**config.mk**
```make
export PLATFORM = sky130hd
export DESIGN_NAME = pse_ctrl
export DESIGN_NICKNAME = d
export VERILOG_FILES = /design/src/pse_pkg.sv /design/src/pse_ctrl.sv
export SDC_FILE = /design/constraint.sdc
export NUM_CORES = 1
export LEC_CHECK = 0
export ABC_CLOCK_PERIOD_IN_PS = 9430
export BUFFER_PORTS_ARGS = -buffer_cell sky130_fd_sc_hd__buf_2
export CAP_MARGIN = 10
export CORE_UTILIZATION = 30
export DETAILED_ROUTE_END_ITERATION = 8
export PLACE_DENSITY = 0.74
export SYNTH_ARGS = -nofsm -noshare
export SYNTH_HDL_FRONTEND = slang
export SYNTH_SLANG_ARGS = --single-unit
```
**constraint.sdc**
```tcl
create_clock -name vclk -period 9.43
set_clock_uncertainty 0.15 [all_clocks]
set_input_delay 2.829 -clock vclk [all_inputs]
set_output_delay 2.829 -clock vclk [all_outputs]
set_load 0.02 [all_outputs]
```
**src/pse_pkg.sv**
```systemverilog
// Shared types, constants and operation codes for the positional stack engine.
package pse_pkg;

    localparam int DEPTH   = 128;
    localparam int WORD_W  = 32;
    localparam int FUNC_W  = 3;
    localparam int POS_W   = 8;
    localparam int STAT_W  = 2;
    localparam int CNT_OUT_W = 8;
    localparam int IDX_W   = $clog2(DEPTH);
    localparam int COUNT_W = $clog2(DEPTH + 1);
    localparam int CMP_W   = ((COUNT_W > POS_W) ? COUNT_W : POS_W) + 1;

    // Operation codes
    localparam logic [FUNC_W-1:0] FN_PUSH       = 3'd0;
    localparam logic [FUNC_W-1:0] FN_POP        = 3'd1;
    localparam logic [FUNC_W-1:0] FN_PEEK       = 3'd2;
    localparam logic [FUNC_W-1:0] FN_INS_BOTTOM = 3'd3;
    localparam logic [FUNC_W-1:0] FN_INS_AT     = 3'd4;
    localparam logic [FUNC_W-1:0] FN_DEL_BOTTOM = 3'd5;
    localparam logic [FUNC_W-1:0] FN_DEL_AT     = 3'd6;

    // Status codes
    localparam logic [STAT_W-1:0] ST_OK     = 2'd0;
    localparam logic [STAT_W-1:0] ST_FULL   = 2'd1;
    localparam logic [STAT_W-1:0] ST_EMPTY  = 2'd2;
    localparam logic [STAT_W-1:0] ST_BADPOS = 2'd3;

    typedef enum logic [1:0] {
        SH_NONE,
        SH_INSERT,
        SH_DELETE
    } shift_kind_t;

    // Broadcast to every cell: what to do and where (0 is the top cell)
    typedef struct packed {
        shift_kind_t               kind;
        logic [IDX_W-1:0]          idx;
        logic signed [WORD_W-1:0]  value;
    } shift_cmd_t;

    // Result of one request as it will be reported
    typedef struct packed {
        logic signed [WORD_W-1:0]  top_value;
        logic [STAT_W-1:0]         status;
        logic [COUNT_W-1:0]        count;
    } result_t;

endpackage

```
**src/pse_ctrl.sv**
```systemverilog
// Request decoder: checks the request, builds the cell command and the result.
module pse_ctrl
    import pse_pkg::*;
(
    input  logic [FUNC_W-1:0]         func,
    input  logic signed [WORD_W-1:0]  value,
    input  logic [POS_W-1:0]          position,
    input  logic [COUNT_W-1:0]        count,
    input  logic signed [WORD_W-1:0]  top0,
    input  logic signed [WORD_W-1:0]  top1,
    output shift_cmd_t                cmd,
    output result_t                   res
);

    logic [CMP_W-1:0]   c_w;
    logic [CMP_W-1:0]   k_w;
    logic               full;
    logic               empty;
    logic [COUNT_W-1:0] count_next;
    logic [STAT_W-1:0]  status;

    assign c_w   = CMP_W'(count);
    assign k_w   = CMP_W'(position);
    assign full  = (c_w >= CMP_W'(DEPTH));
    assign empty = (count == '0);

    // Decode the request against the current fill
    always_comb
    begin
        cmd.kind   = SH_NONE;
        cmd.idx    = '0;
        cmd.value  = value;
        status     = ST_OK;
        count_next = count;
        case (func)
            FN_PUSH:
            begin
                if (full)
                begin
                    status = ST_FULL;
                end
                else
                begin
                    cmd.kind   = SH_INSERT;
                    count_next = count + COUNT_W'(1);
                end
            end
            FN_POP:
            begin
                if (empty)
                begin
                    status = ST_EMPTY;
                end
                else
                begin
                    cmd.kind   = SH_DELETE;
                    count_next = count - COUNT_W'(1);
                end
            end
            FN_PEEK:
            begin
                if (empty)
                begin
                    status = ST_EMPTY;
                end
            end
            FN_INS_BOTTOM:
            begin
                if (full)
                begin
                    status = ST_FULL;
                end
                else
                begin
                    cmd.kind   = SH_INSERT;
                    cmd.idx    = IDX_W'(count);
                    count_next = count + COUNT_W'(1);
                end
            end
            FN_INS_AT:
            begin
                if (k_w == '0 || k_w > c_w + CMP_W'(1))
                begin
                    status = ST_BADPOS;
                end
                else if (full)
                begin
                    status = ST_FULL;
                end
                else
                begin
                    cmd.kind   = SH_INSERT;
                    cmd.idx    = IDX_W'(k_w - CMP_W'(1));
                    count_next = count + COUNT_W'(1);
                end
            end
            FN_DEL_BOTTOM:
            begin
                if (empty)
                begin
                    status = ST_EMPTY;
                end
                else
                begin
                    cmd.kind   = SH_DELETE;
                    cmd.idx    = IDX_W'(count - COUNT_W'(1));
                    count_next = count - COUNT_W'(1);
                end
            end
            FN_DEL_AT:
            begin
                if (k_w == '0 || k_w > c_w)
                begin
                    status = ST_BADPOS;
                end
                else
                begin
                    cmd.kind   = SH_DELETE;
                    cmd.idx    = IDX_W'(k_w - CMP_W'(1));
                    count_next = count - COUNT_W'(1);
                end
            end
            default:
            begin
                status = ST_OK;
            end
        endcase
    end

    // Predict the top entry after the shift and report the status and new fill count
    always_comb
    begin
        res.status = status;
        res.count  = count_next;
        if (count_next == '0)
        begin
            res.top_value = '1;
        end
        else if (cmd.kind == SH_INSERT && cmd.idx == '0)
        begin
            res.top_value = value;
        end
        else if (cmd.kind == SH_DELETE && cmd.idx == '0)
        begin
            res.top_value = top1;
        end
        else
        begin
            res.top_value = top0;
        end
    end

endmodule

```
==> impl_metrics.csv <==
group,metric,value,unit
run_status,outcome,"finished clean",
global_route,overflow,0,
placed_design,place_inst,623,
drt,detail-route-antenna-nets,0,
worst_setup_path,path_buf_inv,3,
yosys,syn_inst,362,
yosys,yosys.area.top_type,"ha_1",
sta,period_needed,9274,ps
floorplan,row_count,32,
sta,final_hold_viol_count,0,
placed_design,dpl_cell_area,3381,µm²
worst_setup_path,crit_top_cell,"buf_4",
power_and_ir_drop,vdd_ir_drop_max,0.03234,mV
clocking,hold_buffers,0,
placed_design,io_buffers,198,
drt,vias,3831,
sta,fin_setup_tns,0,ps
cells_and_area,stdcell_count,630,
cells_and_area,clockBufferCount,0,
sta,setup_viol,0,
sta,slew_headroom,58.64,%
yosys,syn-num-nets,500,
yosys,yosysMostFrequentCell,"o22ai_1",
worst_setup_path,crit_chain,"buf_4 > ha_4 > nand3_2 > xnor2_1 > ha_1 > nand4_1 > o21ai_0 > o211ai_1 > buf_4 > a31o_2 > a222oi_1 > o21ai_2 > or4_4 > o21ai_4 > buf_6",
drt,drc_errors,0,
yosys,netlist_area,2447,µm²
yosys,avgSynthCellArea,6.761,µm²
job,drv_cap,0,
floorplan,fp.coreArea,7807,µm²
yosys,synth.area.top_cells,"ha_1, o2bb2ai_1, buf_4, o22ai_1, o21ai_1",
global_route,grt_max_degree,33,
drt,drt_iter0_markers,288,
global_route,grt_pass1_vias,3230,
floorplan,chipWidth,92.32,µm
sta,worst_slew_pin_slew,610.8,ps
global_route,grt_antenna_before_repair,0,
sta,slew_violations,0,
sta,fin_crit_sh,98.34,%
worst_setup_path,path_delay_family,"compound AO/OA/AOI/OAI gates",
yosys,synth_cell_types,55,
worst_setup_path,arrival,6290,ps
cells_and_area,fin_nets,668,
drt,drt-pass1-iter-count,6,
worst_setup_path,crit_fanout,8,
worst_setup_path,crit_required,6450,ps
yosys,synth_common_cells,"o22ai_1, buf_4, o2bb2ai_1",
worst_setup_path,cp_slowest_cell,"or4_4",
worst_setup_path,start_kind,"input port",
power_and_ir_drop,cellLeakagePower,1.683,nW
yosys,ys_seq_area_share,0,%
yosys,yosys_warnings,0,
drt,routed_wl,12.24,mm
sta,max_freq,107.8,MHz
cells_and_area,n_antenna_cell,0,
worst_setup_path,slowest_delay,660,ps
floorplan,pin_count,198,
drt,wl_per_cell,19.43,µm
floorplan,start_util,31.35,%
placed_design,gp_congestion,1.005,
global_route,grtUsageTotal,23.49,%
power_and_ir_drop,p_per_area,84.47,nW/µm²
floorplan,die-area,8523,µm²
cells_and_area,area_growth,48.06,%
cells_and_area,fillers,781,
yosys,yosys.area.top_type_share,11.76,%
global_route,grt_pass1_wl,16.48,mm
floorplan,die_y,92.32,µm
cells_and_area,drive_gt1_share,49.24,%
drt,viasPerCell,6.081,
worst_setup_path,criticalPathCategory,"input port to output port",
cells_and_area,seqCellArea,0,µm²
cells_and_area,nFlopsAndLatches,0,
worst_setup_path,setup.worst_path.end_class,"output port",
placed_design,dp_hpwl,9.055,mm
cells_and_area,final_cell_area,3623,µm²
worst_hold_path,hp-class,"input port to output port",
cells in the final DEF (no fill, tap or decap), types with 3 or more instances in the layout:
master     instances
ha_1              21
nand4_1            5
a21oi_1            7
a221o_1            3
and3b_1            3
o2bb2ai_1         32
nor3_1             8
o21ai_1           24
nor2b_1            4
nand3_1            4
o21ai_0           16
inv_1             14
buf_6              5
or4_4              8
nor2_1             9
nand2_1           20
xnor2_1           10
nor4_1             4
o21ai_2            9
buf_2            187
o221ai_1           9
o22ai_1           37
nand2b_1           5
buf_4             29
o211ai_1           3
worst paths after layout:
path      start      end  slack (ps)  cells after the start
max    count[1]  res[26]         160                     15
min   value[29]  cmd[29]        5740                      2
area by class of cell:
cell class                      instances  area [µm²]  area share (%)
Multi-Input combinational cell        290        2206           60.88
Timing Repair Buffer                  222        1230           33.94
Tap cell                              102       127.6           3.522
Inverter                               16       60.06           1.657
layer usage:
metal | vias to the layer above | GRT usage (%) | wire [µm]
met5 | - | 0 | 0
met4 | 0 | 4.688 | 321
met3 | 33 | 1.970 | 931
met2 | 256 | 40.74 | 5928
met1 | 1804 | 31.56 | 5058
li1 | 1738 | - | -
report_power, final:
part | leakage, nW | switching (W) | internal, W
Combinational | 1.68 | 0.000189 | 0.000117
Clock | 0 | 0 | 0
Sequential | 0 | 0 | 0
Total | 1.68 | 0.000189 | 0.000117
cell families (layout without fill, tap and decap cells):
| group | count (synthesis) | after routing | synth area share (%) |
|---|---|---|---|
| AND/OR/NAND/NOR | 83 | 88 | 18.97 |
| multiplexers | 2 | 2 | 0.8180 |
| adder cells (fa/ha/maj) | 23 | 23 | 11.76 |
| XOR/XNOR | 12 | 12 | 4.294 |
| buffers and inverters | 77 | 238 | 17.94 |
| AO/OA/AOI/OAI | 165 | 165 | 46.22 |
through the flow:
stage	hold slack, ps	util, %	total power (W)	setup slack (ps)
2_1_floorplan	5621	-	0.0001751	-16.05
3_3_place_gp	5744	43.30	0.0002676	140.9
3_5_place_dp	5743	43.30	0.0002716	72.10
4_1_cts	5743	43.30	0.0002726	48.54
5_1_grt	5749	46.41	0.0003262	-11.42
6_report	5742	46.41	0.0003061	156.4
what timing repair did:
action	4_1_cts	5_1_grt
gates resized for setup	0	51
buffers inserted	0	2
hold endpoints to repair	0	0
endpoints found under the setup margin	0	32
(Power assumes the default switching activity.)
