File: src/pse_pkg.sv
// Shared types, constants and operation codes for the positional stack engine.
package pse_pkg;

    localparam int DEPTH   = 128;
    localparam int WORD_W  = 32;
    localparam int FUNC_W  = 3;
    localparam int POS_W   = 8;
    localparam int STAT_W  = 2;
    localparam int CNT_OUT_W = 8;
    localparam int IDX_W   = $clog2(DEPTH);
    localparam int COUNT_W = $clog2(DEPTH + 1);
    localparam int CMP_W   = ((COUNT_W > POS_W) ? COUNT_W : POS_W) + 1;

    // Operation codes
    localparam logic [FUNC_W-1:0] FN_PUSH       = 3'd0;
    localparam logic [FUNC_W-1:0] FN_POP        = 3'd1;
    localparam logic [FUNC_W-1:0] FN_PEEK       = 3'd2;
    localparam logic [FUNC_W-1:0] FN_INS_BOTTOM = 3'd3;
    localparam logic [FUNC_W-1:0] FN_INS_AT     = 3'd4;
    localparam logic [FUNC_W-1:0] FN_DEL_BOTTOM = 3'd5;
    localparam logic [FUNC_W-1:0] FN_DEL_AT     = 3'd6;

    // Status codes
    localparam logic [STAT_W-1:0] ST_OK     = 2'd0;
    localparam logic [STAT_W-1:0] ST_FULL   = 2'd1;
    localparam logic [STAT_W-1:0] ST_EMPTY  = 2'd2;
    localparam logic [STAT_W-1:0] ST_BADPOS = 2'd3;

    typedef enum logic [1:0] {
        SH_NONE,
        SH_INSERT,
        SH_DELETE
    } shift_kind_t;

    // Broadcast to every cell: what to do and where (0 is the top cell)
    typedef struct packed {
        shift_kind_t               kind;
        logic [IDX_W-1:0]          idx;
        logic signed [WORD_W-1:0]  value;
    } shift_cmd_t;

    // Result of one request as it will be reported
    typedef struct packed {
        logic signed [WORD_W-1:0]  top_value;
        logic [STAT_W-1:0]         status;
        logic [COUNT_W-1:0]        count;
    } result_t;

endpackage

File: src/pse_cell.sv
// One storage cell of the stack chain; entry index 0 is the top of the stack.
module pse_cell
    import pse_pkg::*;
(
    input  logic                      clk,
    input  logic                      en,
    input  shift_cmd_t                cmd,
    input  logic [IDX_W-1:0]          index,
    input  logic signed [WORD_W-1:0]  above,
    input  logic signed [WORD_W-1:0]  below,
    output logic signed [WORD_W-1:0]  data
);

    logic signed [WORD_W-1:0] data_reg;
    logic signed [WORD_W-1:0] data_next;

    // Hold above the gap, load at the gap, shift towards the bottom or the top
    always_comb
    begin
        data_next = data_reg;
        case (cmd.kind)
            SH_INSERT:
            begin
                if (index == cmd.idx)
                begin
                    data_next = cmd.value;
                end
                else if (index > cmd.idx)
                begin
                    data_next = above;
                end
            end
            SH_DELETE:
            begin
                if (index >= cmd.idx)
                begin
                    data_next = below;
                end
            end
            default:
            begin
                data_next = data_reg;
            end
        endcase
    end

    always_ff @(posedge clk)
    begin
        if (en)
        begin
            data_reg <= data_next;
        end
    end

    assign data = data_reg;

endmodule

File: config.mk
export PLATFORM = sky130hd
export DESIGN_NAME = pse_cell
export DESIGN_NICKNAME = d
export VERILOG_FILES = /design/src/pse_pkg.sv /design/src/pse_cell.sv
export SDC_FILE = /design/constraint.sdc
export NUM_CORES = 1
export LEC_CHECK = 0
export ABC_CLOCK_PERIOD_IN_PS = 2200
export BUFFER_PORTS_ARGS = -buffer_cell sky130_fd_sc_hd__buf_2
export CORE_AREA = 2 2 74 76
export CTS_BUF_LIST = sky130_fd_sc_hd__clkbuf_4 sky130_fd_sc_hd__clkbuf_8
export DETAILED_ROUTE_END_ITERATION = 16
export DIE_AREA = 0 0 76 78
export GPL_TIMING_DRIVEN = 0
export PLACE_DENSITY = 0.84
export SETUP_SLACK_MARGIN = 0.4
export SLEW_MARGIN = 10
export SYNTH_ARGS = -nofsm -noshare
export SYNTH_HDL_FRONTEND = slang
export SYNTH_SLANG_ARGS = --single-unit
File: constraint.sdc
create_clock -name clk -period 2.2 [get_ports clk]
set_input_delay 0.11 -clock clk [delete_from_list [all_inputs] [get_ports clk]]
set_output_delay 0.11 -clock clk [all_outputs]
set_load 0.03 [all_outputs]
==> impl_metrics.csv, run 1 <==
group,metric,value,unit
sta,fin_ws,589,ps
run_status,outcome,"completed",
placed_design,dp_hpwl,3990,um
yosys,synth_area_leaders,"edfxtp_1 53%, nand2_1 14%, a31oi_1 11%",
sta,finalSetupViolCount,0,
worst_setup_path,critPathLaunch,"cmd[38]",
clocking,htree_num_levels,2,
yosys,synth_seq_area_share,53.4,%
worst_setup_path,cpPeakStageDelay,500,ps
die,dieWidth,76,um
sta,timing_hold_violations_final,0,
finish,drive_above_1_share,44.5,%
finish,largest_reg_flops,32,
pwr,powerDensity,566,mW/mm^2
worst_setup_path,cp-start-kind,"input pin",
route,avgRoutedWirePerCell,12.1,um
clocking,cts_buffers,5,
sta,slew_violations,0,
pwr,ir_drop,0.000242,V
sta,period_needed,1610,ps
worst_setup_path,endpoint,"data[26]",
global_route,grt_pass1_vias,2042,
route,vias,2019,
yosys,async_reset_ff_share,0,%
worst_setup_path,path_class,"input pin to flip-flop",
route,dr.first_iter.drc_count,72,
global_route,antenna_found_initial,0,
clocking,post_cts.repair.setup_buffers,0,
yosys,ys.flop_type,"edfxtp_1",
yosys,synth_top_area_share,53.4,%
global_route,grt_pass1_wl,8490,um
route,wirelength,5140,um
yosys,ys_ff_latch,32,
placed_design,io_buffers,145,
worst_setup_path,slowest_stage,"and3_4",
clocking,numClockSinks,32,
finish,final_area,0.00270,mm^2
global_route,grt_max_degree,33,
global_route,grt_use_total,17.7,%
worst_setup_path,critPathTopFamily,"simple AND/OR/NAND/NOR gates",
finish,area_growth_syn_to_layout,50.0,%
route,viasPerCell,4.77,
yosys,synth_nets,322,
yosys,synthesis.instances,201,
job,drv_cap,0,
min_path,min_path_type,"input pin to flip-flop",
worst_setup_path,cp.depth,7,
worst_setup_path,cp_max_fo,32,
clocking,clockBufferDepth,2,
die,io_pins,146,
finish,fillers,472,
yosys,syn_area,0.00180,mm^2
die,rows,26,
route,post-route-drc-count,0,
global_route,grt_overflow,0,
sta,hold_slack,176,ps
pwr,power.total,1.53,mW
finish,antenna_cells,0,
die,core_area,0.00504,mm^2
yosys,yosysWarningCount,0,
sta,worst_pin_slew,496,ps
placed_design,place_ws,91.4,ps
die,die-area,0.00593,mm^2
route,first_pass_iters,4,
finish,final_cells,423,
clocking,clk_pin_slew,60,ps
yosys,yosysUniqueCellTypes,19,
placed_design,gp_congestion,0.725,
placed_design,placed_cell_area,0.00261,mm^2
sta,setup_tns,0,ps
finish,utilization,53.5,%
yosys,synth_edf_count,32,
pwr,power_leakage,1.32,nW
sta,period_share,73.2,%
sta,fmax,0.621,GHz
worst_setup_path,worst_ep_arrival_time,1540,ps
worst_setup_path,worstPathRequired,2130,ps
placed_design,dp_cells,416,
route,final_antenna_net_count,0,
worst_setup_path,cp-end-kind,"flip-flop",
clocking,cts_root_buf,"clkbuf_8",
worst_setup_path,worstPathCellList,"buf_2 -> inv_1 -> ha_1 -> and4_1 -> o21ai_0 -> o221ai_1 -> and3_4",
sta,maxSlewHeadroom,66.9,%
yosys,yosysTopAreaCell,"edfxtp_1",
yosys,avgSynthCellArea,8.95,um^2
clocking,cts_tree,"done",
finish,fin_nets,474,
die,start_util,35.7,%
die,fp.dieH,78,um
sta,rsz0062_at_grt,"false",
worst_setup_path,critPathBufInv,2,
power breakdown:
| part | switching [mW] | internal [mW] | total [mW] | leakage [nW] |
|---|---|---|---|---|
| Combinational | 0.217 | 0.148 | 0.365 | 0.981 |
| Sequential | 0.00936 | 0.731 | 0.740 | 0.299 |
| Clock | 0.196 | 0.227 | 0.422 | 0.0445 |
| Total | 0.422 | 1.11 | 1.53 | 1.32 |
repair_timing:
action / 4_1_cts / 5_1_grt
resized for setup: 1 / 0
endpoints found under the setup margin: 32 / 0
hold buffers: 0 / 0
cells by family (layout without fill, tap and decap cells):
kind of cell,after synthesis,count (layout),synth area share (%)
AOI/OAI and AO/OA,37,37,12.9
and+or+nand+nor,103,103,22.6
DFF,32,32,53.4
xor gates and xnor gates,1,1,0.487
buffers and inverters,21,173,5.71
adders and majority gates,7,7,4.87
synth_stat cells (2+ instances only):
cell	instances
edfxtp_1	32
ha_1	7
and4_1	2
a31oi_1	32
inv_1	7
clkbuf_1	9
buf_6	3
nor2_1	32
a21oi_1	2
nand2b_1	2
nand2_1	65
metal layers:
| metal | vias up | global-route usage, % | wire, um |
|---|---|---|---|
| met1 | 923 | 18.3 | 2040 |
| li1 | 1002 | - | - |
| met4 | 0 | 6.55 | 34 |
| met3 | 2 | 3.60 | 332 |
| met5 | - | 0 | 0 |
| met2 | 92 | 35.1 | 2730 |
layout by cell type, fill, tap and decap left out, drive strengths merged:
cell and instances:
edfxtp 32, clkinv 1, inv 7, nand4 1, and4 2, a211oi 1, xor2 1, nand2 65
o21ai 1, and3 1, a31oi 32, ha 7, nand2b 2, nor2 32, a21oi 2, o221ai 1
clkbuf 15, buf 150
worst min path at each step:
stage              start       end  slack [ps]  cells past startpoint
5_1_grt         below[9]   data[9]         190                      3
3_3_place_gp   above[30]  data[30]         450                      3
4_1_cts        above[30]  data[30]         170                      3
3_5_place_dp   below[27]  data[27]         460                      3
6_report       above[30]  data[30]         180                      3
2_1_floorplan  above[30]  data[30]         360                      2
final cells by class:
class                           instances  area [um^2]  share of cell area (%)
Buffer                                 14         76.3                    2.83
Clock buffer                            6         76.3                    2.83
Clock inverter                          1         5.00                   0.186
Inverter                                7         26.3                   0.974
Multi-Input combinational cell        148          739                    27.4
Sequential cell                        32          961                    35.6
Tap cell                               70         87.6                    3.25
Timing Repair Buffer                  145          726                    26.9
No activity file was read; power rests on OpenSTA's default activity.
==> run 2: changes to the inputs <==
- ABC_AREA: unset -> 1
- ABC_CLOCK_PERIOD_IN_PS: 2200 -> 1300
- CORE_AREA: 2 2 74 76 -> 2 2 79 81
- DIE_AREA: 0 0 76 78 -> 0 0 81 83
- clock period: 2.2 -> 1.3 ns (I/O delays scaled with it)
==> run 2 against run 1 <==
Net effect:
- the flow now finishes with violations (negative setup slack)
- global-route usage grew 2.9 points
- combinational power grew to 2.8 times the previous value
- utilization grew 12 points
- total power grew 96%
- sequential cell count is the same
- largest power group unchanged
- synthesized cell count grew 41%
- count of clock-buffer cells in the layout shrank 1
==> impl_metrics.csv, run 2 <==
group,metric,value,unit
yosys,synth_nets,404,
finish,final_common_cell,"buf_2",
placed_design,dp_hpwl,4870,um
clocking,htree_num_levels,2,
pwr,p_sw_share,29.6,%
yosys,ys_ff_latch,32,
finish,layout_common_cells,"109 x buf_2, 102 x nand2_1, 62 x buf_6",
worst_setup_path,critPathBufInv,4,
sta,finalSetupViolCount,16,
route,final_antenna_net_count,0,
clocking,clockBufferDepth,2,
die,io_pins,146,
die,core_area,0.00582,mm^2
die,start_util,37.8,%
yosys,yosysUniqueCellTypes,16,
finish,drive_above_1_share,46.4,%
yosys,yosysTopAreaCell,"edfxtp_1",
sta,period_needed,1330,ps
finish,area_growth_syn_to_layout,74.3,%
worst_setup_path,worst_ep_arrival_time,1330,ps
die,die-area,0.00672,mm^2
worst_setup_path,cpPeakStageDelay,270,ps
yosys,ys.flop_type,"edfxtp_1",
yosys,synth_top_area_share,43.8,%
yosys,synthTopCellsByCount,"104 x nand2_1, 46 x inv_1, 33 x nand3_1",
global_route,grt_max_degree,15,
finish,largest_reg_flops,32,
route,dr.first_iter.drc_count,106,
pwr,power_leakage,1.99,nW
min_path,min_path_type,"input pin to flip-flop",
pwr,combPwrFrac,34.3,%
placed_design,placed_cell_area,0.00312,mm^2
pwr,power.total,2.99,mW
yosys,synth_edf_count,32,
worst_setup_path,critPathTopFamily,"simple AND/OR/NAND/NOR gates",
yosys,synth_seq_area_share,43.8,%
run_status,violations,"negative setup slack",
sta,rsz0062_at_grt,"true",
sta,hold_slack,52.6,ps
job,drv_cap,0,
worst_setup_path,cp-start-kind,"input pin",
route,wirelength,6970,um
route,viasPerCell,4.69,
clocking,cts_root_buf,"clkbuf_8",
route,avgRoutedWirePerCell,13.0,um
worst_setup_path,worstPathCellList,"buf_8 -> inv_8 -> ha_4 -> nand2_4 -> nor2_4 -> nand2_1 -> nor2_2 -> nor2_4 -> nor2_4 -> buf_6 -> buf_12",
global_route,grt_pass1_wl,11000,um
global_route,grt_pass1_vias,2523,
clocking,numClockSinks,32,
pwr,powerDensity,781,mW/mm^2
die,rows,28,
worst_setup_path,cp-end-kind,"flip-flop",
sta,timing_hold_violations_final,0,
pwr,power_frac_seq,42.1,%
sta,worst_pin_slew,720,ps
clocking,cts_buffers,5,
clocking,clk_pin_slew,70,ps
sta,fin_ws,-27.9,ps
global_route,grt_overflow,0,
clocking,cts_tree,"done",
sta,period_share,102,%
finish,fillers,510,
global_route,grt_use_total,20.6,%
route,post-route-drc-count,0,
worst_setup_path,path_class,"input pin to flip-flop",
route,vias,2514,
sta,slew_violations,0,
worst_setup_path,path_common_cell,"nor2_4",
pwr,ir_drop,0.000366,V
finish,antenna_cells,0,
yosys,async_reset_ff_share,0,%
yosys,avgSynthCellArea,7.76,um^2
yosys,synthesis.instances,283,
die,fp.dieH,83,um
pwr,clkPwrFrac,23.6,%
die,dieWidth,81,um
placed_design,io_buffers,145,
yosys,synth_most_common_cell,"nand2_1",
yosys,syn_area,0.00220,mm^2
placed_design,gp_congestion,0.807,
worst_setup_path,slowest_stage,"ha_4",
worst_setup_path,cp_max_fo,7,
pwr,p_sw,0.886,mW
sta,fmax,0.753,GHz
yosys,synth_area_leaders,"edfxtp_1 44%, nand2_1 18%, nand3b_1 11%",
route,first_pass_iters,4,
yosys,yosysWarningCount,0,
run_status,outcome,"complete, but fails checks",
global_route,antenna_found_initial,0,
sta,maxSlewHeadroom,51.5,%
finish,fin_nets,582,
worst_setup_path,worstPathRequired,1300,ps
pwr,p_int,2.10,mW
finish,final_area,0.00383,mm^2
==> run 2: cell types whose count changed in the layout (fill, tap and decap cells not counted), moves of 7 or more <==
cell / delta
buf_6: +59
buf_2: -37
nand2_1: +37
a31oi_1: -32
nand3_1: +32
nand3b_1: +32
inv_1: +31
nor2_1: -27
ha_1: -7
ha_4: +7
==> run 2: layout make-up <==
type,instances,area [um^2],share of cell area (%)
timing repair buffer,170,1280,33.5
multi-input combinational,191,1110,28.9
sequential,32,961,25.1
inverter,46,188,4.90
buffer,15,121,3.17
tap,75,93.8,2.45
clock buffer,5,68.8,1.80
clock inverter,2,7.51,0.196
==> run 2: per-stage QoR <==
stage               utilization [%]  setup TNS [ps]  setup slack [ps]  std cells
global route                   65.8           -3240             -98.1        536
floorplan                         -          -13030              -407        283
finish                         65.8            -307             -27.9        536
CTS                            64.1            -470             -38.0        533
detailed placement             53.7          -37080              -956        503
global placement               53.7          -34420              -907        503
==> run 2: routing by layer <==
metal  up-vias  global-route usage, %  part of all wire (%)
li1       1252                      -                     -
met1      1143                   23.5                    39
met2       107                   37.5                    53
met3        12                   4.02                   6.8
met4         0                   6.78                   1.8
met5         -                      0                     0
==> run 2: power by group through the flow <==
stage	Clock, mW	Combinational [mW]	Sequential (mW)
CTS	0.728	0.997	1.25
detailed placement	0	0.766	1.27
global placement	0	0.746	1.26
floorplan	0	0.318	1.40
finish	0.706	1.03	1.26
global route	0.766	1.11	1.26
==> run 2: timing repair <==
action | CTS | global route
hold buffers | 0 | 0
cloned | 5 | 0
gates resized for setup | 86 | 36
endpoints found under the setup margin | 83 | 95
setup buffers | 18 | 3
pin swaps | 46 | 9
==> run 2: final timing paths <==
path      start  endpoint  slack [ps]  cells past startpoint
min   below[24]  data[24]          50                      3
max     cmd[38]   data[3]         -30                     11
==> run 2: worst min-delay path: stages <==
cell	delay, ps
buf_2	70
nand2_1	40
nand2_1	50
==> run 2: cells by family (layout without fill, tap and decap cells) <==
group	Yosys count	in the layout	share of synthesized area, %
adder cells (fa/ha/maj)	7	7	3.99
buffers and inverters	61	238	12.3
AO/OA/AOI/OAI	1	1	0.228
flip-flops	32	32	43.8
AND/OR/NAND/NOR	182	183	39.7
==> run 3: changes to the inputs <==
- ABC_AREA: 1 -> 0
- CORE_AREA: 2 2 79 81 -> 2 2 74 76
- DIE_AREA: 0 0 81 83 -> 0 0 76 78
==> run 3 against run 2 <==
Net effect:
- the flow now finishes without violations
- utilization is 4.8 points higher
- worst hold slack better by 80 ps
- fmax is 2.2% higher
- worst setup slack better by 29 ps
- critical endpoint is now data[16]
- largest power group unchanged
==> impl_metrics.csv, run 3 (synthesis gave the netlist of run 1 again) <==
group,metric,value,unit
route,final_antenna_net_count,0,
worst_setup_path,cp_max_fo,8,
worst_setup_path,cp-start-kind,"input pin",
finish,area_growth_syn_to_layout,97.9,%
placed_design,place_ws,-576,ps
route,viasPerCell,4.86,
global_route,grt_use_met3,4.77,%
job,drv_cap,0,
die,start_util,35.7,%
finish,layout_common_cells,"116 x buf_2, 44 x nand2_2, 33 x buf_6",
worst_setup_path,cp-end-kind,"flip-flop",
pwr,powerDensity,806,mW/mm^2
pwr,clkPwrFrac,25.2,%
route,avgRoutedWirePerCell,14.8,um
min_path,min_from,"below[21]",
clocking,hold_buffers,0,
die,dieWidth,76,um
clocking,cts_tree,"done",
sta,finalSetupViolCount,0,
global_route,grt_pass1_wl,9870,um
clocking,cts_buffers,5,
min_path,hold_depth,3,
global_route,grt_pass1_vias,2047,
sta,fmax,0.770,GHz
clocking,numClockSinks,32,
finish,final_common_cell,"buf_2",
finish,utilization,70.6,%
global_route,grt_max_degree,11,
die,fp.dieH,78,um
pwr,p_sw_share,28.7,%
finish,final_cells,438,
finish,final_area,0.00356,mm^2
clocking,clockBufferDepth,2,
sta,rsz0062_at_grt,"true",
global_route,grt_overflow,0,
finish,fin_nets,489,
pwr,combPwrFrac,30.6,%
global_route,grt_use_total,20.9,%
sta,worst_pin_slew,465,ps
route,dr.first_iter.drc_count,73,
pwr,power_leakage,1.63,nW
global_route,met1_usage,24.8,%
die,core_area,0.00504,mm^2
finish,antenna_cells,0,
route,post-route-drc-count,0,
placed_design,dp_cells,416,
min_path,min_path_type,"input pin to flip-flop",
placed_design,io_buffers,145,
finish,drive_above_1_share,70.1,%
pwr,p_sw,0.823,mW
worst_setup_path,worstPathRequired,1400,ps
global_route,met2_usage,38.8,%
sta,hold_slack,132,ps
worst_setup_path,worst_ep_arrival_time,1400,ps
die,io_pins,146,
die,die-area,0.00593,mm^2
pwr,ir_drop,0.000548,V
sta,timing_hold_violations_final,0,
placed_design,dp_hpwl,4150,um
pwr,p_int,2.04,mW
min_path,hold_path_end,"data[21]",
sta,maxSlewHeadroom,68.9,%
global_route,busiest_layer,"met2",
finish,largest_reg_flops,32,
clocking,clk_pin_slew,70,ps
die,rows,26,
run_status,outcome,"completed",
route,vias,2128,
route,first_pass_iters,4,
sta,fin_ws,0.971,ps
global_route,antenna_found_initial,0,
route,wirelength,6500,um
pwr,power_frac_seq,44.2,%
clocking,cts_root_buf,"clkbuf_8",
placed_design,placed_cell_area,0.00279,mm^2
sta,period_share,99.9,%
worst_setup_path,path_class,"input pin to flip-flop",
sta,slew_violations,0,
sta,period_needed,1300,ps
placed_design,gp_congestion,0.757,
clocking,htree_num_levels,2,
[run 3: cell types whose count changed in the layout (fill, tap and decap cells not counted), moves of 27 or more]
cell | previous run | this run
nand3_1 | 32 | 0
nand2_1 | 102 | 9
nor2_1 | 5 | 32
inv_1 | 38 | 2
buf_6 | 62 | 33
nand3b_1 | 32 | 0
a31oi_1 | 0 | 28
nand2_2 | 0 | 44
[run 3: cell type report]
cell class	instances	area (um^2)
inverters	7	43.8
fillers	379	1480
clock buffers	6	76.3
repair buffers	157	1100
clock inverters	1	5.00
multi-input cells	151	1100
plain buffers	14	180
flip-flops and latches	32	961
well taps	70	87.6
[run 3: how the worst max path moves through the flow]
stage | slack, ps | cells past startpoint | start | to
floorplan | -180 | 6 | cmd[37] | data[0]
global placement | -530 | 7 | cmd[37] | data[20]
detailed placement | -580 | 7 | cmd[37] | data[23]
CTS | -9 | 8 | cmd[38] | data[12]
global route | -50 | 9 | cmd[37] | data[1]
finish | 1 | 9 | cmd[37] | data[16]
[run 3: per-stage QoR]
stage                     total power [mW]  setup TNS (ps)
after floorplan                       1.64           -6680
after global placement                1.93          -29180
after detailed placement              1.95          -30790
after CTS                             2.79           -85.9
after global routing                  3.00           -1860
final                                 2.87               0
[run 3: per-layer routing]
| layer | vias to the layer above | part of all wire, % |
|---|---|---|
| li1 | 1047 | - |
| met1 | 981 | 40 |
| met3 | 6 | 5.7 |
| met4 | 0 | 1.0 |
| met2 | 94 | 54 |
| met5 | - | 0 |
[run 3: power groups by stage]
stage | clock network (mW) | registers [mW] | logic, mW
after floorplan | 0 | 1.44 | 0.208
after global placement | 0 | 1.27 | 0.657
after detailed placement | 0 | 1.28 | 0.671
after CTS | 0.742 | 1.26 | 0.785
after global routing | 0.778 | 1.27 | 0.943
final | 0.722 | 1.27 | 0.878
[run 3: worst max-delay path, stage by stage]
cell and delay [ps]:
buf_8 80, inv_8 30, ha_4 250, and4_4 230, and4_4 220, buf_12 150, buf_8 130, nand2_2 50
a31oi_1 190
[run 3: repair_timing]
item | CTS | global route
cloned | 7 | 2
buffers inserted | 4 | 2
setup endpoints to repair | 76 | 86
endpoints found under the hold margin | 0 | 0
gates resized for setup | 72 | 74
pin swaps | 24 | 26
